<file path="src/hdl/bbr_pkg.sv">
`default_nettype none
package bbr_pkg;

    localparam int GAIN_FRACTION_BITS_DEF = 8;

    typedef enum logic [1:0] {
        MODE_STARTUP  = 2'd0,
        MODE_DRAIN    = 2'd1,
        MODE_PROBE_BW = 2'd2,
        MODE_PROBE_RTT = 2'd3
    } bbr_mode_t;

    typedef enum logic [1:0] {
        CFG_DEFAULT_BW  = 2'd0,
        CFG_DEFAULT_RTT = 2'd1,
        CFG_PACKET_BYTES = 2'd2,
        CFG_START_MODE  = 2'd3
    } cfg_index_t;

    typedef enum logic [2:0] {
        ST_IDLE,
        ST_MUL,
        ST_DIV,
        ST_SCALE,
        ST_OUT
    } ctrl_state_t;

    // Commands from controller to datapath.
    typedef struct packed {
        logic load;      // capture input transaction, start products
        logic div_start; // start BDP division
        logic scale;     // apply gains and update mode/state
        logic io_event;  // perform plateau detection update
    } dp_cmd_t;

    typedef struct packed {
        logic div_done;
        logic is_time;
        logic new_round;
    } dp_status_t;

    localparam logic [31:0] US_PER_S = 32'd1000000;
    localparam logic [31:0] CWND_MIN = 32'd4;
    localparam logic [1:0]  STALL_LIMIT = 2'd3;

endpackage
`default_nettype wire

</file>
<file path="src/hdl/bbr_ctrl.sv">
`default_nettype none
module bbr_ctrl
    import bbr_pkg::*;
(
    input  wire logic       aclk,
    input  wire logic       aresetn,
    input  wire logic       in_fire,
    input  wire logic       out_fire,
    input  wire dp_status_t status,
    output dp_cmd_t         cmd,
    output logic            in_ready,
    output logic            out_valid
);

    ctrl_state_t state_reg, state_next;

    always_ff @(posedge aclk) begin
        if (!aresetn) begin
            state_reg <= ST_IDLE;
        end else begin
            state_reg <= state_next;
        end
    end

    always_comb begin
        state_next = state_reg;
        unique case (state_reg)
            ST_IDLE: begin
                if (in_fire) state_next = ST_MUL;
            end
            ST_MUL: begin
                if (status.is_time && status.new_round) state_next = ST_DIV;
                else state_next = ST_OUT;
            end
            ST_DIV: begin
                if (status.div_done) state_next = ST_SCALE;
            end
            ST_SCALE: state_next = ST_OUT;
            ST_OUT: begin
                if (out_fire) state_next = ST_IDLE;
            end
            default: state_next = ST_IDLE;
        endcase
    end

    always_comb begin
        cmd = '0;
        in_ready = 1'b0;
        out_valid = 1'b0;
        unique case (state_reg)
            ST_IDLE: begin
                in_ready = 1'b1;
                cmd.load = in_fire;
            end
            ST_MUL: begin
                cmd.div_start = status.is_time && status.new_round;
                cmd.io_event = !status.is_time;
            end
            ST_DIV: ;
            ST_SCALE: cmd.scale = 1'b1;
            ST_OUT: out_valid = 1'b1;
            default: ;
        endcase
    end

endmodule
`default_nettype wire

</file>
<file path="config.mk">
export PLATFORM = sky130hd
export DESIGN_NAME = bbr_ctrl
export DESIGN_NICKNAME = d
export VERILOG_FILES = /design/src/hdl/bbr_pkg.sv /design/src/hdl/bbr_ctrl.sv
export SDC_FILE = /design/constraint.sdc
export NUM_CORES = 1
export LEC_CHECK = 0
export ABC_AREA = 1
export BUFFER_PORTS_ARGS = -buffer_cell sky130_fd_sc_hd__buf_2
export CAP_MARGIN = 25
export CORE_AREA = 2 2 39 41
export DETAILED_ROUTE_END_ITERATION = 7
export DIE_AREA = 0 0 41 43
export PLACE_DENSITY = 0.41
export RECOVER_POWER = 100
export SLEW_MARGIN = 20
export SYNTH_ARGS = -nofsm -noshare
export SYNTH_HDL_FRONTEND = slang
export SYNTH_SLANG_ARGS = --single-unit
</file>
<file path="constraint.sdc">
create_clock -name aclk -period 0.9 [get_ports aclk]
set_clock_uncertainty 0.1 [all_clocks]
set_input_delay 0.09 -clock aclk [delete_from_list [all_inputs] [get_ports aclk]]
set_output_delay 0.09 -clock aclk [all_outputs]
set_load 0.05 [all_outputs]
</file>
==> qor.json <==
{
  "floorplan.rows": {"value": 14},
  "crit_path_start_kind": {"value": "register"},
  "clockPowerShare": {"value": 28.2, "unit": "%"},
  "initial_core_util": {"value": 14.2, "unit": "%"},
  "drt.antenna.violating_nets": {"value": 0},
  "clock_tree.root_cell": {"value": "sky130_fd_sc_hd__clkbuf_4"},
  "finish.net_count": {"value": 64},
  "layout.cells.most_common_list": {"value": "8 x sky130_fd_sc_hd__buf_4, 6 x sky130_fd_sc_hd__buf_2, 5 x sky130_fd_sc_hd__nor2_4, 5 x sky130_fd_sc_hd__buf_6"},
  "r2r_end": {"value": "state_reg[1]"},
  "timing.final.hold_violations": {"value": 0},
  "avgRoutedWirePerCell": {"value": 8.75, "unit": "um"},
  "slew_violations": {"value": 0},
  "antenna_cells": {"value": 0},
  "pin_count": {"value": 13},
  "ys_ff_latch": {"value": 3},
  "dp_hpwl": {"value": 419, "unit": "um"},
  "drv_cap": {"value": 0},
  "slew_headroom": {"value": 82.7, "unit": "%"},
  "post_synth_num_cell_types": {"value": 14},
  "largest_register_ffs": {"value": 3},
  "netSwitchingPower": {"value": 0.347, "unit": "mW"},
  "clk_latency": {"value": 0.24, "unit": "ns"},
  "routed-via-count": {"value": 272},
  "power-per-cell-area": {"value": 1790, "unit": "nW/um^2"},
  "netSwitchingFraction": {"value": 40.5, "unit": "%"},
  "finalWorstSetupSlack": {"value": -0.375, "unit": "ns"},
  "total_congestion_overflow_after_global_routing": {"value": 0},
  "clock.fmax": {"value": 784, "unit": "MHz"},
  "largest_net_degree_at_the_start_of_global_routing": {"value": 5},
  "critical_path.max_fanout": {"value": 4},
  "report.power.total": {"value": 0.858, "unit": "mW"},
  "design.die.area": {"value": 1760, "unit": "um^2"},
  "synthesis.nets": {"value": 38},
  "tritoncts": {"value": "done"},
  "p_int": {"value": 0.511, "unit": "mW"},
  "max_slew.worst_pin.slew": {"value": 0.259, "unit": "ns"},
  "h_tree_level_count": {"value": 1},
  "worst-endpoint-arrival": {"value": 1.09, "unit": "ns"},
  "wire_length_of_the_first_global_routing_pass": {"value": 1.05, "unit": "mm"},
  "netlist_area": {"value": 196, "unit": "um^2"},
  "number_of_fill_cells_in_the_layout": {"value": 159},
  "floorplan.die.height": {"value": 43, "unit": "um"},
  "gpl.final_weighted_congestion": {"value": 0.613},
  "timing.critical_path.to": {"value": "cmd[3]"},
  "totalWireLength": {"value": 630, "unit": "um"},
  "finish.utilization": {"value": 34.7, "unit": "%"},
  "final_layout_size_suffix_gt1_share": {"value": 76.8, "unit": "%"},
  "setup.worst_path.end_class": {"value": "primary output"},
  "cp-startpoint": {"value": "state_reg[0]"},
  "cts-root-to-sink-buffers": {"value": 2},
  "unrepaired_setup_endpoints_after_global_routing": {"value": "true"},
  "static-leakage-power": {"value": 0.219, "unit": "nW"},
  "vdd.ir_drop.worst": {"value": 0.547, "unit": "mV"},
  "yosys_warnings": {"value": 0},
  "synth_top_area_share": {"value": 30.6, "unit": "%"},
  "setup_viol": {"value": 9},
  "netlist_top_cells_area": {"value": "sky130_fd_sc_hd__dfxtp_1 31%, sky130_fd_sc_hd__nor2_1 13%, sky130_fd_sc_hd__inv_1 11%"},
  "cts_num_sinks": {"value": 3},
  "cts_made_buffers": {"value": 3},
  "failing_checks": {"value": "negative setup slack"},
  "worstSetupPathType": {"value": "reg -> out"},
  "period_minus_slack": {"value": 1.28, "unit": "ns"},
  "worst_r2r_path_depth": {"value": 8},
  "cts-hold-fix-buffers": {"value": 0},
  "portbufs": {"value": 12},
  "synth.yosys.seq_area_share": {"value": 30.6, "unit": "%"},
  "p_comb_share": {"value": 51.9, "unit": "%"},
  "synthesis.instances": {"value": 31},
  "post_drt_via_cell_ratio": {"value": 3.78},
  "reg2reg_from": {"value": "state_reg[2]"},
  "grt_util_all_layers": {"value": 9.34, "unit": "%"},
  "core_area": {"value": 1380, "unit": "um^2"},
  "async_reset_ff_share": {"value": 0, "unit": "%"},
  "synth-main-ff-cell": {"value": "sky130_fd_sc_hd__dfxtp_1"},
  "worst-r2r-setup-slack": {"value": -0.19, "unit": "ns"},
  "cts.reportedPaths.clkPinSlew": {"value": 0.04, "unit": "ns"},
  "antenna_found_initial": {"value": 0},
  "areaGrowthSynthToFinish": {"value": 145, "unit": "%"},
  "min_period_over_period": {"value": 142, "unit": "%"},
  "number_of_enable_flip_flop_cells_after_synthesis": {"value": 0},
  "timing.hold.worst.class": {"value": "in -> reg"},
  "final_common_cell": {"value": "sky130_fd_sc_hd__buf_4"},
  "worstPathRequired": {"value": 0.71, "unit": "ns"},
  "status": {"value": "finished, violations left"},
  "drt-pass1-iter-count": {"value": 2},
  "drt_iter0_markers": {"value": 2},
  "drc": {"value": 0},
  "die_width": {"value": 41, "unit": "um"},
  "seq_power_share": {"value": 19.9, "unit": "%"},
  "grt_pass1_vias": {"value": 270},
  "synth_area_per_cell": {"value": 6.34, "unit": "um^2"},
  "netlist.top_cell.by_area": {"value": "sky130_fd_sc_hd__dfxtp_1"}
}
-- cells in the mapped netlist (2+ instances only) --
cell type / n
sky130_fd_sc_hd__nand2_1: 2
sky130_fd_sc_hd__nor2_2: 2
sky130_fd_sc_hd__dfxtp_1: 3
sky130_fd_sc_hd__nor2_1: 7
sky130_fd_sc_hd__inv_1: 6
sky130_fd_sc_hd__nand3_1: 2
sky130_fd_sc_hd__nor3_1: 2
-- final cells by class --
class                   count  area (um^2)  share of cell area, %
repair buffers             21          176                   36.7
multi-input cells          21          161                   33.6
flip-flops and latches      3         66.3                   13.8
inverters                   7         30.0                   6.25
clock buffers               4         26.3                   5.47
well taps                  16         20.0                   4.17
-- metrics by stage --
step	std cells	setup TNS [ns]	hold slack (ns)	worst slack, ns	instance area (um^2)
detailed placement	67	-1.63	0.265	-0.219	375
CTS	72	-2.61	0.00437	-0.387	474
finish	72	-2.53	0.0108	-0.375	480
global route	72	-3.15	0.0323	-0.448	480
floorplan	31	-1.48	0.133	-0.297	235
global placement	67	-1.62	0.253	-0.228	375
-- repair_timing --
action	4_1_cts	5_1_grt
gates resized for setup	20	2
buffers inserted	2	0
setup endpoints to repair	9	9
pin swaps	3	1
-- worst max-delay path, cell delays in order, from the launching register on --
cell	delay, ns
sky130_fd_sc_hd__dfxtp_4	0.35
sky130_fd_sc_hd__nor2_2	0.11
sky130_fd_sc_hd__nand2_2	0.10
sky130_fd_sc_hd__nor2_4	0.13
sky130_fd_sc_hd__buf_8	0.15
-- layer usage --
metal  up-vias  share of wire, %  global-route usage (%)  wire (um)
li1        145                 -                       -          -
met1       123                33                    8.04        211
met2         4                63                    15.6        395
met3         0               3.8                    3.14         24
met4         0                 0                    8.00          0
met5         -                 0                       0          0
-- power groups by stage --
| stage | clock network (mW) | registers, mW | logic, mW |
|---|---|---|---|
| after floorplan | 0 | 0.172 | 0.247 |
| after global placement | 0 | 0.171 | 0.362 |
| after detailed placement | 0 | 0.170 | 0.358 |
| after CTS | 0.264 | 0.168 | 0.436 |
| after global routing | 0.275 | 0.173 | 0.474 |
| final | 0.242 | 0.171 | 0.445 |
-- cells by family (layout without fill, tap and decap cells) --
family	Yosys count	count (layout)	share of synthesized area, %
buffers and inverters	7	32	13.4
DFF	3	3	30.6
and+or+nand+nor	19	19	49.7
AOI/OAI and AO/OA	2	2	6.37
-- worst min-delay path by stage --
stage | from | end | slack [ns] | cells past startpoint
after floorplan | status[1] | cmd[0] | 0.13 | 1
after global placement | aresetn | state_reg[1] | 0.25 | 3
after detailed placement | aresetn | state_reg[0] | 0.26 | 3
after CTS | aresetn | state_reg[0] | 0.004 | 3
after global routing | aresetn | state_reg[1] | 0.03 | 3
final | aresetn | state_reg[0] | 0.01 | 3
Note: power is estimated with default switching activity, not from simulation.
